--- config.mk ---
export PLATFORM = sky130hd
export DESIGN_NAME = rmv_ctrl
export DESIGN_NICKNAME = d
export VERILOG_FILES = /design/src/rtl/core/rmv_pkg.sv /design/src/rtl/core/rmv_ctrl.sv
export SDC_FILE = /design/constraint.sdc
export NUM_CORES = 1
export LEC_CHECK = 0
export BUFFER_PORTS_ARGS = -buffer_cell sky130_fd_sc_hd__buf_2
export CAP_MARGIN = 20
export CORE_AREA = 2 2 39 41
export CTS_BUF_LIST = sky130_fd_sc_hd__clkbuf_16
export CTS_CLUSTER_SIZE = 14
export DETAILED_ROUTE_END_ITERATION = 12
export DIE_AREA = 0 0 41 43
export RECOVER_POWER = 100
export SYNTH_ARGS = -nofsm -noshare
export SYNTH_HDL_FRONTEND = slang
export SYNTH_SLANG_ARGS = --single-unit
export TNS_END_PERCENT = 1
--- constraint.sdc ---
create_clock -name clk_i -period 3.6 [get_ports clk_i]
set_clock_uncertainty 0.15 [all_clocks]
set_input_delay 0.36 -clock clk_i [delete_from_list [all_inputs] [get_ports clk_i]]
set_output_delay 0.36 -clock clk_i [all_outputs]
set_load 0.005 [all_outputs]
--- src/rtl/core/rmv_pkg.sv ---
`timescale 1ns / 1ps
// ----------------------------------------------------------------------------
// Running statistics package
// Widths, reset and limit constants, controller states and the command and status
// groups shared by the controller and the datapath.
// ----------------------------------------------------------------------------
package rmv_pkg;

  localparam int unsigned SampleW = 32;
  localparam int unsigned CountW  = 32;
  localparam int unsigned M2W     = 64;
  localparam int unsigned VarW    = 63;

  localparam logic [SampleW-1:0] SampleMax = {1'b0, {(SampleW-1){1'b1}}};
  localparam logic [SampleW-1:0] SampleMin = {1'b1, {(SampleW-1){1'b0}}};
  localparam logic [CountW-1:0]  CountMax  = {CountW{1'b1}};
  localparam logic [VarW-1:0]    VarMax    = {VarW{1'b1}};

  typedef enum logic [2:0] {
    StIdle,
    StSetup,
    StDivMean,
    StMult,
    StAccum,
    StVarStart,
    StDivVar,
    StPublish
  } rmv_state_e;

  typedef struct packed {
    logic capture;
    logic setup;
    logic upd_mean;
    logic mult;
    logic accum;
    logic start_var;
    logic upd_var;
    logic load_out;
  } rmv_cmd_t;

  typedef struct packed {
    logic full;
    logic multi;
    logic div_done;
  } rmv_status_t;

endpackage

--- src/rtl/core/rmv_ctrl.sv ---
`timescale 1ns / 1ps
// ----------------------------------------------------------------------------
// Running statistics controller
// Sequences one request through setup, mean division, product, m2 update,
// variance division and result hand-off, and owns the result valid flag.
// ----------------------------------------------------------------------------
module rmv_ctrl
  import rmv_pkg::*;
(
  input  logic        clk_i,
  input  logic        rst_ni,
  input  logic        in_valid_i,
  output logic        in_ready_o,
  output logic        out_valid_o,
  input  logic        out_ready_i,
  input  rmv_status_t status_i,
  output rmv_cmd_t    cmd_o
);

  rmv_state_e state_q, state_d;
  logic       out_valid_q, out_valid_d;

  always_comb begin
    state_d    = state_q;
    cmd_o      = '0;
    in_ready_o = 1'b0;
    case (state_q)
      StIdle: begin
        in_ready_o = 1'b1;
        if (in_valid_i) begin
          cmd_o.capture = 1'b1;
          state_d       = StSetup;
        end
      end
      StSetup: begin
        cmd_o.setup = 1'b1;
        state_d     = status_i.full ? StPublish : StDivMean;
      end
      StDivMean: begin
        if (status_i.div_done) begin
          cmd_o.upd_mean = 1'b1;
          state_d        = StMult;
        end
      end
      StMult: begin
        cmd_o.mult = 1'b1;
        state_d    = StAccum;
      end
      StAccum: begin
        cmd_o.accum = 1'b1;
        state_d     = StVarStart;
      end
      StVarStart: begin
        if (status_i.multi) begin
          cmd_o.start_var = 1'b1;
          state_d         = StDivVar;
        end else begin
          state_d = StPublish;
        end
      end
      StDivVar: begin
        if (status_i.div_done) begin
          cmd_o.upd_var = 1'b1;
          state_d       = StPublish;
        end
      end
      StPublish: begin
        if (!out_valid_q || out_ready_i) begin
          cmd_o.load_out = 1'b1;
          state_d        = StIdle;
        end
      end
      default: begin
        state_d = StIdle;
      end
    endcase
  end

  always_comb begin
    out_valid_d = out_valid_q;
    if (out_valid_q && out_ready_i) begin
      out_valid_d = 1'b0;
    end
    if (cmd_o.load_out) begin
      out_valid_d = 1'b1;
    end
  end

  always_ff @(posedge clk_i or negedge rst_ni) begin
    if (!rst_ni) begin
      state_q     <= StIdle;
      out_valid_q <= 1'b0;
    end else begin
      state_q     <= state_d;
      out_valid_q <= out_valid_d;
    end
  end

  assign out_valid_o = out_valid_q;

endmodule

==> metrics.csv <==
stage,metric,value,unit
placement,dp_hpwl,484,um
synthesis,synth_compound_area_share,12.6,%
worst_setup_path,r2r-end,state_q[0]$_DFFE_PN0P_,
floorplan,coreArea,1380,um2
power_and_ir_drop,power.density,960,nW/um2
power_and_ir_drop,ir_drop,0.292,mV
synthesis,ys_seq_area_share,37.4,%
worst_setup_path,worstRegToRegCells,3,
worst_hold_path,hold_class,in -> reg,
synthesis,avgSynthCellArea,7.24,um2
floorplan,die_h,43,um
clocking,cts_resized,0,
synthesis,ys_ff_latch,4,
power_and_ir_drop,power,0.403,mW
synthesis,synth-xor-area-share,0,%
floorplan,ios,17,
routing,avgViaCountPerCell,4.28,
timing,setup_violations,0,
floorplan,initial_core_util,19.3,%
global_routing,grt_usage,7.37,%
synthesis,yosys_warnings,0,
status,status,"complete, no violations",
worst_setup_path,ff2ff_setup_slack,2.23,ns
global_routing,overflow,0,
timing,fin_crit_sh,47.9,%
worst_setup_path,setup.worst_path.class,reg -> out,
global_routing,antenna_found_initial,0,
synthesis,synth_fa_ha_area_share,0,%
synthesis,synthSimpleGateAreaFrac,38.8,%
finish,nNetsFinal,62,
floorplan,dieArea,1760,um2
floorplan,placementRows,14,
timing,rsz0062_at_grt,false,
timing,drv_slew,0,
global_routing,grt_pass1_vias,229,
finish,diodes,0,
routing,drt_iter0_markers,9,
placement,io_buffer_count,16,
synthesis,ys_types,18,
timing,relSlewSlack,78.9,%
synthesis,synth_mux_area_share,0,%
clocking,cts_sinks,4,
clocking,clock_latency,0.22,ns
synthesis,synth_top_family_by_area,simple AND/OR/NAND/NOR gates,
timing,tightest_slew,0.316,ns
synthesis,syn-num-nets,44,
clocking,h-tree-depth,1,
placement,gp_congestion,0.729,
clocking,cts_buffers,3,
finish,fillers,153,
clocking,ctsLongestPathBuffers,2,
timing,post-route-min-period,1.73,ns
routing,routedWlPerCell,8.91,um
worst_setup_path,worstReg2RegStart,state_q[1]$_DFFE_PN0P_,
worst_setup_path,required,3.09,ns
synthesis,netlist_instances,37,
worst_setup_path,crit_fanout,11,
clocking,cts_root_buf,clkbuf_16,
worst_hold_path,hold_depth,3,
clocking,cts_tree,built,
worst_setup_path,start_kind,register,
worst_hold_path,hold_start,status_i[2],
worst_setup_path,end_kind,output pin,
routing,drt_first_pass_iters,4,
global_routing,grt_start_max_net_pins,12,
worst_hold_path,min_to,state_q[2]$_DFFE_PN0P_,
clocking,clkTransAtPathRegs,0.03,ns
synthesis,syn_area,268,um2
power_and_ir_drop,leakagePower,0.203,nW
routing,drt_wl_total,615,um
timing,fin_tns_setup,0,ns
routing,drc,0,
worst_setup_path,cp.arrival,1.22,ns
timing,hold_viol,0,
finish,drive_gt1_share,26.4,%
routing,detail-route-antenna-nets,0,
flow_run,max-cap-violations,0,
routing,via_count,295,
floorplan,dieWidth,41,um
global_routing,grt_pass1_wl,903,um
finish,syn2layout_area_growth,56.5,%
timing,fmax,579,MHz
==> cell usage after synthesis <==
master	number	area, um2
nand2b_1	2	12.5
buf_4	1	7.51
o211ai_1	1	7.51
buf_2	3	15.0
nand3_1	2	10.0
a21oi_1	3	15.0
and2_1	1	6.26
nor3_2	1	10.0
or3_1	1	6.26
nor3_1	3	15.0
a31oi_1	1	6.26
nand2_1	4	15.0
o21ai_1	1	5.00
inv_1	1	3.75
inv_2	1	3.75
dfrtp_1	4	100
nor2_1	6	22.5
nor2b_1	1	6.26
==> worst max path at each step <==
stage	from	endpoint	slack (ns)
after floorplan	state_q[1]$_DFFE_PN0P_	cmd_o[7]	2.24
after global placement	state_q[0]$_DFFE_PN0P_	cmd_o[7]	2.14
after detailed placement	state_q[2]$_DFFE_PN0P_	cmd_o[0]	2.14
after CTS	state_q[2]$_DFFE_PN0P_	cmd_o[0]	1.90
after global routing	state_q[0]$_DFFE_PN0P_	cmd_o[7]	1.76
final	state_q[0]$_DFFE_PN0P_	cmd_o[7]	1.87
==> registers in the layout (all words and copies together), names as in the netlist <==
| name | cells |
|---|---|
| out_valid_o | 1 |
| state_q | 3 |
==> power by group <==
group / leakage (nW) / internal (mW) / switching (mW)
clock network: 0.0370 / 0.142 / 0.0291
registers: 0.0460 / 0.0677 / 0.0467
logic: 0.120 / 0.0557 / 0.0615
total: 0.203 / 0.265 / 0.137
==> per-layer routing <==
metal  track usage, %  vias up  routed length [um]
met5                0        -                   0
met4             4.00        0                   0
met3             1.57        0                  36
met2             10.6       10                 301
met1             9.80      133                 277
li1                 -      152                   -
==> area by class of cell <==
cell class,instances,area (um2),share of cell area (%)
multi-input combinational,27,133,31.6
sequential,4,100,23.9
inverter,2,7.51,1.79
clock buffer,3,75.1,17.9
tap,16,20.0,4.78
timing repair buffer,17,83.8,20.0
==> cells in the final DEF, fill, tap and decap left out <==
cell type / instances
buf_2: 9
nor2_1: 6
clkbuf_1: 5
nand2_1: 4
nor3_1: 4
dfrtp_1: 4
a21oi_1: 3
clkbuf_16: 3
inv_1: 2
nand3_1: 2
nand2b_1: 2
clkbuf_2: 2
nor2b_1: 1
and2_0: 1
o21ai_1: 1
o211ai_1: 1
or3_1: 1
a31oi_1: 1
dlygate4sd3_1: 1
==> logic make-up (layout without fill, tap and decap cells) <==
kind of cell    Yosys count  in the layout
compound gates            6              6
buf+inv                   6             22
flops                     4              4
simple gates             21             21
==> per-stage QoR <==
step / hold WS (ns) / setup slack [ns] / cell area (um2) / util, % / std cells
after floorplan: -0.0856 / 2.24 / 268 / - / 37
after global placement: 0.0230 / 2.14 / 345 / 25.0 / 65
after detailed placement: 0.0220 / 2.14 / 345 / 25.0 / 65
after CTS: 0.314 / 1.90 / 430 / 31.1 / 69
after global routing: 0.340 / 1.76 / 419 / 30.3 / 69
final: 0.308 / 1.87 / 419 / 30.3 / 69
==> worst max-delay path, stage by stage (launching register included) <==
cell and delay, ns:
dfrtp_1 0.48, nor3_1 0.26, and2_0 0.15, buf_2 0.10
==> timing repair <==
| item | in CTS | in global routing |
|---|---|---|
| hold buffers | 1 | 0 |
| hold endpoints to repair | 4 | 0 |
| buffers inserted | 0 | 0 |
No activity file was read; power rests on OpenSTA's default activity.
