<file path="config.mk">
export PLATFORM = sky130hd
export DESIGN_NAME = rmv_datapath
export DESIGN_NICKNAME = d
export VERILOG_FILES = /design/src/rtl/core/rmv_pkg.sv /design/src/rtl/core/rmv_divider.sv /design/src/rtl/core/rmv_datapath.sv
export SDC_FILE = /design/constraint.sdc
export NUM_CORES = 2
export LEC_CHECK = 0
export BUFFER_PORTS_ARGS = -buffer_cell sky130_fd_sc_hd__buf_2
export CAP_MARGIN = 20
export CORE_ASPECT_RATIO = 0.6
export CORE_MARGIN = 2
export CORE_UTILIZATION = 59
export CTS_CLUSTER_DIAMETER = 100
export DETAILED_ROUTE_END_ITERATION = 8
export MAX_ROUTING_LAYER = met4
export PLACE_DENSITY = 0.85
export SLEW_MARGIN = 20
export SYNTH_ARGS = -nofsm -noshare
export SYNTH_HDL_FRONTEND = slang
export SYNTH_SLANG_ARGS = --single-unit
</file>
<file path="constraint.sdc">
create_clock -name clk_i -period 9.55 [get_ports clk_i]
set_input_delay 1.4325 -clock clk_i [delete_from_list [all_inputs] [get_ports clk_i]]
set_output_delay 1.4325 -clock clk_i [all_outputs]
set_load 0.03 [all_outputs]
</file>
<file path="src/rtl/core/rmv_pkg.sv">
`timescale 1ns / 1ps
// ----------------------------------------------------------------------------
// Running statistics package
// Widths, reset and limit constants, controller states and the command and status
// groups shared by the controller and the datapath.
// ----------------------------------------------------------------------------
package rmv_pkg;

  localparam int unsigned SampleW = 32;
  localparam int unsigned CountW  = 32;
  localparam int unsigned M2W     = 64;
  localparam int unsigned VarW    = 63;

  localparam logic [SampleW-1:0] SampleMax = {1'b0, {(SampleW-1){1'b1}}};
  localparam logic [SampleW-1:0] SampleMin = {1'b1, {(SampleW-1){1'b0}}};
  localparam logic [CountW-1:0]  CountMax  = {CountW{1'b1}};
  localparam logic [VarW-1:0]    VarMax    = {VarW{1'b1}};

  typedef enum logic [2:0] {
    StIdle,
    StSetup,
    StDivMean,
    StMult,
    StAccum,
    StVarStart,
    StDivVar,
    StPublish
  } rmv_state_e;

  typedef struct packed {
    logic capture;
    logic setup;
    logic upd_mean;
    logic mult;
    logic accum;
    logic start_var;
    logic upd_var;
    logic load_out;
  } rmv_cmd_t;

  typedef struct packed {
    logic full;
    logic multi;
    logic div_done;
  } rmv_status_t;

endpackage

</file>
<file path="src/rtl/core/rmv_divider.sv">
`timescale 1ns / 1ps
// ----------------------------------------------------------------------------
// Running statistics divider
// Restoring unsigned divider, two quotient bits per cycle, 64-bit dividend
// and 32-bit divisor. A short run covers the upper half of the dividend.
// ----------------------------------------------------------------------------
module rmv_divider
  import rmv_pkg::*;
(
  input  logic                 clk_i,
  input  logic                 rst_ni,
  input  logic                 start_i,
  input  logic                 long_i,
  input  logic [M2W-1:0]       dividend_i,
  input  logic [CountW-1:0]    divisor_i,
  output logic                 done_o,
  output logic [M2W-1:0]       quotient_o
);

  localparam int unsigned CntW = $clog2(M2W / 2);
  localparam logic [CntW-1:0] LongLast  = CntW'(M2W / 2 - 1);
  localparam logic [CntW-1:0] ShortLast = CntW'(M2W / 4 - 1);

  logic                busy_q, busy_d;
  logic                done_q, done_d;
  logic [CntW-1:0]     cnt_q, cnt_d;
  logic [M2W-1:0]      dq_q, dq_d;
  logic [CountW-1:0]   rem_q, rem_d;
  logic [CountW-1:0]   div_q, div_d;
  logic [CountW:0]     s1, s2;

  function automatic logic [CountW:0] div_step(input logic [CountW-1:0] rem,
                                               input logic              nb,
                                               input logic [CountW-1:0] d);
    logic [CountW:0] t;
    logic [CountW:0] diff;
    t    = {rem, nb};
    diff = t - {1'b0, d};
    if (t >= {1'b0, d}) begin
      return {1'b1, diff[CountW-1:0]};
    end else begin
      return {1'b0, t[CountW-1:0]};
    end
  endfunction

  always_comb begin
    s1     = div_step(rem_q, dq_q[M2W-1], div_q);
    s2     = div_step(s1[CountW-1:0], dq_q[M2W-2], div_q);
    busy_d = busy_q;
    done_d = 1'b0;
    cnt_d  = cnt_q;
    dq_d   = dq_q;
    rem_d  = rem_q;
    div_d  = div_q;
    if (start_i) begin
      busy_d = 1'b1;
      cnt_d  = long_i ? LongLast : ShortLast;
      dq_d   = dividend_i;
      rem_d  = '0;
      div_d  = divisor_i;
    end else if (busy_q) begin
      dq_d  = {dq_q[M2W-3:0], s1[CountW], s2[CountW]};
      rem_d = s2[CountW-1:0];
      cnt_d = cnt_q - 1'b1;
      if (cnt_q == '0) begin
        busy_d = 1'b0;
        done_d = 1'b1;
      end
    end
  end

  always_ff @(posedge clk_i or negedge rst_ni) begin
    if (!rst_ni) begin
      busy_q <= 1'b0;
      done_q <= 1'b0;
      cnt_q  <= '0;
    end else begin
      busy_q <= busy_d;
      done_q <= done_d;
      cnt_q  <= cnt_d;
    end
  end

  always_ff @(posedge clk_i) begin
    dq_q  <= dq_d;
    rem_q <= rem_d;
    div_q <= div_d;
  end

  assign done_o     = done_q;
  assign quotient_o = dq_q;

endmodule

</file>
<file path="src/rtl/core/rmv_datapath.sv">
`timescale 1ns / 1ps
// ----------------------------------------------------------------------------
// Running statistics datapath
// Holds count, mean, min, max, m2 and variance, the product register, the
// shared divider and the result register, all steered by controller commands.
// ----------------------------------------------------------------------------
module rmv_datapath
  import rmv_pkg::*;
(
  input  logic                 clk_i,
  input  logic                 rst_ni,
  input  rmv_cmd_t             cmd_i,
  output rmv_status_t          status_o,
  input  logic [SampleW-1:0]   sample_i,
  output logic [CountW-1:0]    sample_count_o,
  output logic [SampleW-1:0]   running_mean_o,
  output logic [SampleW-1:0]   minimum_o,
  output logic [SampleW-1:0]   maximum_o,
  output logic [VarW-1:0]      sample_variance_o,
  output logic                 overflow_o
);

  logic [SampleW-1:0] x_q;
  logic [CountW-1:0]  count_q;
  logic [SampleW-1:0] mean_q;
  logic [SampleW-1:0] min_q;
  logic [SampleW-1:0] max_q;
  logic [M2W-1:0]     m2_q;
  logic [VarW-1:0]    var_q;
  logic               ovf_q;
  logic [SampleW-1:0] mag_q;
  logic               neg_q;
  logic [M2W-1:0]     prod_q;

  logic [SampleW:0]   delta;
  logic [SampleW:0]   delta_abs;
  logic [SampleW-1:0] mag;
  logic [CountW-1:0]  n;
  logic [M2W:0]       sum;
  logic               div_start;
  logic [M2W-1:0]     div_dividend;
  logic [CountW-1:0]  div_divisor;
  logic               div_done;
  logic [M2W-1:0]     quotient;
  logic [SampleW-1:0] q_mean;

  assign delta     = {x_q[SampleW-1], x_q} - {mean_q[SampleW-1], mean_q};
  assign delta_abs = delta[SampleW] ? (~delta + 1'b1) : delta;
  assign mag       = delta_abs[SampleW-1:0];
  assign n         = count_q + 1'b1;
  assign sum       = {1'b0, m2_q} + {1'b0, prod_q};
  assign q_mean    = quotient[SampleW-1:0];

  assign div_start    = (cmd_i.setup && (count_q != CountMax)) || cmd_i.start_var;
  assign div_dividend = cmd_i.start_var ? m2_q : {mag, {(M2W-SampleW){1'b0}}};
  assign div_divisor  = cmd_i.start_var ? (count_q - 1'b1) : n;

  rmv_divider u_divider (
    .clk_i      (clk_i),
    .rst_ni     (rst_ni),
    .start_i    (div_start),
    .long_i     (cmd_i.start_var),
    .dividend_i (div_dividend),
    .divisor_i  (div_divisor),
    .done_o     (div_done),
    .quotient_o (quotient)
  );

  assign status_o.full     = (count_q == CountMax);
  assign status_o.multi    = (count_q > CountW'(1));
  assign status_o.div_done = div_done;

  always_ff @(posedge clk_i or negedge rst_ni) begin
    if (!rst_ni) begin
      count_q <= '0;
      mean_q  <= '0;
      min_q   <= SampleMax;
      max_q   <= SampleMin;
      m2_q    <= '0;
      var_q   <= '0;
      ovf_q   <= 1'b0;
    end else begin
      if (cmd_i.capture) begin
        ovf_q <= 1'b0;
      end
      if (cmd_i.setup) begin
        if (count_q == CountMax) begin
          ovf_q <= 1'b1;
        end else begin
          count_q <= n;
          if ($signed(x_q) > $signed(max_q)) begin
            max_q <= x_q;
          end
          if ($signed(x_q) < $signed(min_q)) begin
            min_q <= x_q;
          end
        end
      end
      if (cmd_i.upd_mean) begin
        mean_q <= neg_q ? (mean_q - q_mean) : (mean_q + q_mean);
      end
      if (cmd_i.accum) begin
        if (sum[M2W]) begin
          m2_q  <= {M2W{1'b1}};
          ovf_q <= 1'b1;
        end else begin
          m2_q <= sum[M2W-1:0];
        end
      end
      if (cmd_i.upd_var) begin
        var_q <= quotient[M2W-1] ? VarMax : quotient[VarW-1:0];
      end
    end
  end

  always_ff @(posedge clk_i) begin
    if (cmd_i.capture) begin
      x_q <= sample_i;
    end
    if (cmd_i.setup) begin
      mag_q <= mag;
      neg_q <= delta[SampleW];
    end
    if (cmd_i.mult) begin
      prod_q <= M2W'(mag_q) * M2W'(mag);
    end
    if (cmd_i.load_out) begin
      sample_count_o    <= count_q;
      running_mean_o    <= mean_q;
      minimum_o         <= min_q;
      maximum_o         <= max_q;
      sample_variance_o <= var_q;
      overflow_o        <= ovf_q;
    end
  end

endmodule

</file>
==> flow_summary.ini <==
[sta]
finalSetupTns_ns = -18.40
skew_ns = 0.0402
worstMarginPinSlew_ns = 1.31
final_max_slew_viol_count = 0
period_share_pct = 109
rsz0062_at_grt = yes
setup_slack_ns = -0.904
finalHoldViolCount = 0
fmax_mhz = 95.7
setup_viol = 39
finalCriticalPeriod_ns = 10.45
relSlewSlack_pct = 12.6

[clocking]
clockBufferDepth = 3
cts_root_buf = clkbuf_16
cts_buffers = 71
clock_sinks = 712
clock_tree.htree_level_count = 3
worstSkewPairLatency_ns = 0.70
cts_tree = built
clk_pin_slew_ns = 0.08

[yosys]
synth.cell_area_mm2 = 0.0720
syn_inst = 7458
synth-async-reset-ratio_pct = 36.9
ys_types = 89
ys_seq_area_share_pct = 27.5
syn_nets = 8925
syn-mean-instance-area_um2 = 9.65
yosysWarnings = 0
synth_ff_type = edfxtp_1
synth_seq_cells = 712
synth_edf_count = 417

[setup_path]
timing.rr.start = x_q[5]
startpoint = x_q[5]
cp_slowest_cell = fa_2
crit_arrival_ns = 10.89
path_max_fanout = 8
critPathKind = reg2reg
cpPeakStageDelay_ns = 0.65
crit_buf_inv = 11
end_kind = flip-flop
start_kind = flip-flop
critPathRequiredTime_ns = 9.98
cp_top_family = adder cells
cpMostUsedCell = fa_1
rrSetupSlack_ns = -0.90

[global_route]
antenna_found_initial = 10
grt_pass1_wl_um = 359000
grt_overflow = 0
grt_max_degree = 142
grt_usage_pct = 39.0
grt_pass1_vias = 61072

[floorplanning]
initial_utilization_pct = 59.4
pin_count = 237
die_area_mm2 = 0.125
core_area_mm2 = 0.121
rows = 99
die_w_um = 455
fp.dieH_um = 275

[layout]
multi_input_area_mm2 = 0.0484
seq_area_mm2 = 0.0198
fill_cells = 8295
finalNetCount = 9567
area_growth_pct = 17.2
drive_gt1_share_pct = 18.7

[routing]
wl_per_cell_um = 24.5
vias_per_cell = 6.17
first_iter_violations = 7966
vias = 60418
firstDrtPassIters = 7
routed_wl_um = 240000
drc_errors = 0
ant_nets = 0

[worst_hold_path]
min_from = var_q[24]
hold_class = reg2reg

[run]
drv_cap = 0

[placement]
dp_hpwl_um = 180000
io_buffers = 236
place_congestion = 1.07

[run_status]
violations = negative setup slack
status = finished, violations left
[cell usage after synthesis (all sizes together) (42+ instances only)]
master	instances	area [µm²]
a21o	164	1230
a21oi	367	1840
a31oi	98	613
and2	406	2540
clkbuf	311	1170
dfrtp	231	5780
edfxtp	417	12500
fa	901	18000
ha	524	6560
inv	1184	4440
mux2	79	890
mux2i	63	631
nand2	919	3450
nand2b	42	263
nand3	65	325
nand4	54	338
nor2	398	1500
nor2b	58	363
nor3	76	390
o21ai	246	1230
xnor2	221	1940
xor2	121	1070
[registers in the layout, indices dropped and copies added, names as in the netlist, 63 cells and up]
name / count
m2_q: 64
prod_q: 64
sample_variance_o: 63
u_divider.quotient_o: 64
var_q: 63
[area by class of cell]
class                           instances  share of cell area (%)
Multi-Input combinational cell       5212                    57.3
Sequential cell                       712                    23.4
Timing Repair Buffer                  916                    8.61
Inverter                             1187                    5.28
Tap cell                             1616                    2.40
Clock buffer                           80                    2.22
Clock inverter                         52                   0.691
Antenna cell                           14                  0.0415
[metal layers]
layer,vias up,share of wire (%),wire length (µm),track usage (%)
met5,-,0,0,-
met4,0,4.6,11000,13.2
met3,857,16,39200,15.4
met2,4507,41,97600,52.3
met1,29643,39,92600,53.7
li1,25411,-,-,-
[worst paths after layout]
kind	end	depth (start not counted)
min	sample_variance_o[24]	0
max in group asynchronous	m2_q[57]	2
min in group asynchronous	max_q[18]	1
max	prod_q[63]	43
min reg2reg	sample_variance_o[24]	0
max reg2reg	prod_q[63]	43
[layout by cell type, fill, tap and decap left out, types with 31 or more instances in the layout]
cell type  count
nand2_1      897
dfrtp_1      231
nand4_1       54
edfxtp_1     417
o21ai_0      213
dfxtp_1       32
ha_4          31
buf_12        55
clkbuf_16     75
nor2_1       382
fa_1         836
nand2b_1      40
nand3_1       61
inv_1       1142
o21bai_1      39
and2_1       394
ha_1         489
nor2b_1       55
buf_2        231
nor3_1        68
o21a_1        36
mux2_2        79
inv_2         42
a31oi_1       88
dfstp_2       32
buf_4        576
xnor2_1      185
fa_2          65
a21oi_1      337
buf_6         42
mux2i_1       63
xor2_1       111
a21o_1       163
[through the flow]
step | utilization, % | worst slack, ns | hold WS, ns | std cells | cell area, µm²
3_3_place_gp | 65.1 | -0.814 | 0.433 | 9523 | 78900
5_1_grt | 69.6 | -1.14 | 0.456 | 9785 | 84400
4_1_cts | 68.5 | -0.663 | 0.438 | 9741 | 83000
6_report | 69.6 | -0.904 | 0.443 | 9789 | 84400
2_1_floorplan | - | -0.00214 | 0.423 | 7458 | 72100
3_5_place_dp | 65.1 | -0.989 | 0.434 | 9524 | 78900
[cell families (layout without fill, tap and decap cells)]
family,after synthesis,after routing,share of synthesized area [%]
muxes,142,142,2.11
and+or+nand+nor,2150,2150,14.1
AOI/OAI and AO/OA,1153,1153,9.94
DFF,712,712,27.5
other,0,14,0
xor gates and xnor gates,342,342,4.17
buffers and inverters,1534,2235,8.04
adders and majority gates,1425,1425,34.2
[timing repair]
item | CTS | global route
endpoints found under the setup margin | 41 | 44
gates cloned | 1 | 1
hold buffers | 0 | 0
pin swaps | 103 | 162
gates resized for setup | 196 | 248
buffers inserted | 87 | 39
[worst register-to-register path: cells and delay by family, from the launching register on]
| family | cells | cell delay, ns |
|---|---|---|
| AO/OA/AOI/OAI | 12 | 2.14 |
| XOR/XNOR | 2 | 0.66 |
| adder cells (fa/ha/maj) | 10 | 4.82 |
| flip-flops | 1 | 0.46 |
| AND/OR/NAND/NOR | 8 | 0.97 |
| buffers and inverters | 11 | 1.15 |
Power is not shown: default switching activity piles up to over one toggle a cycle in this logic, so the estimate is an artifact.
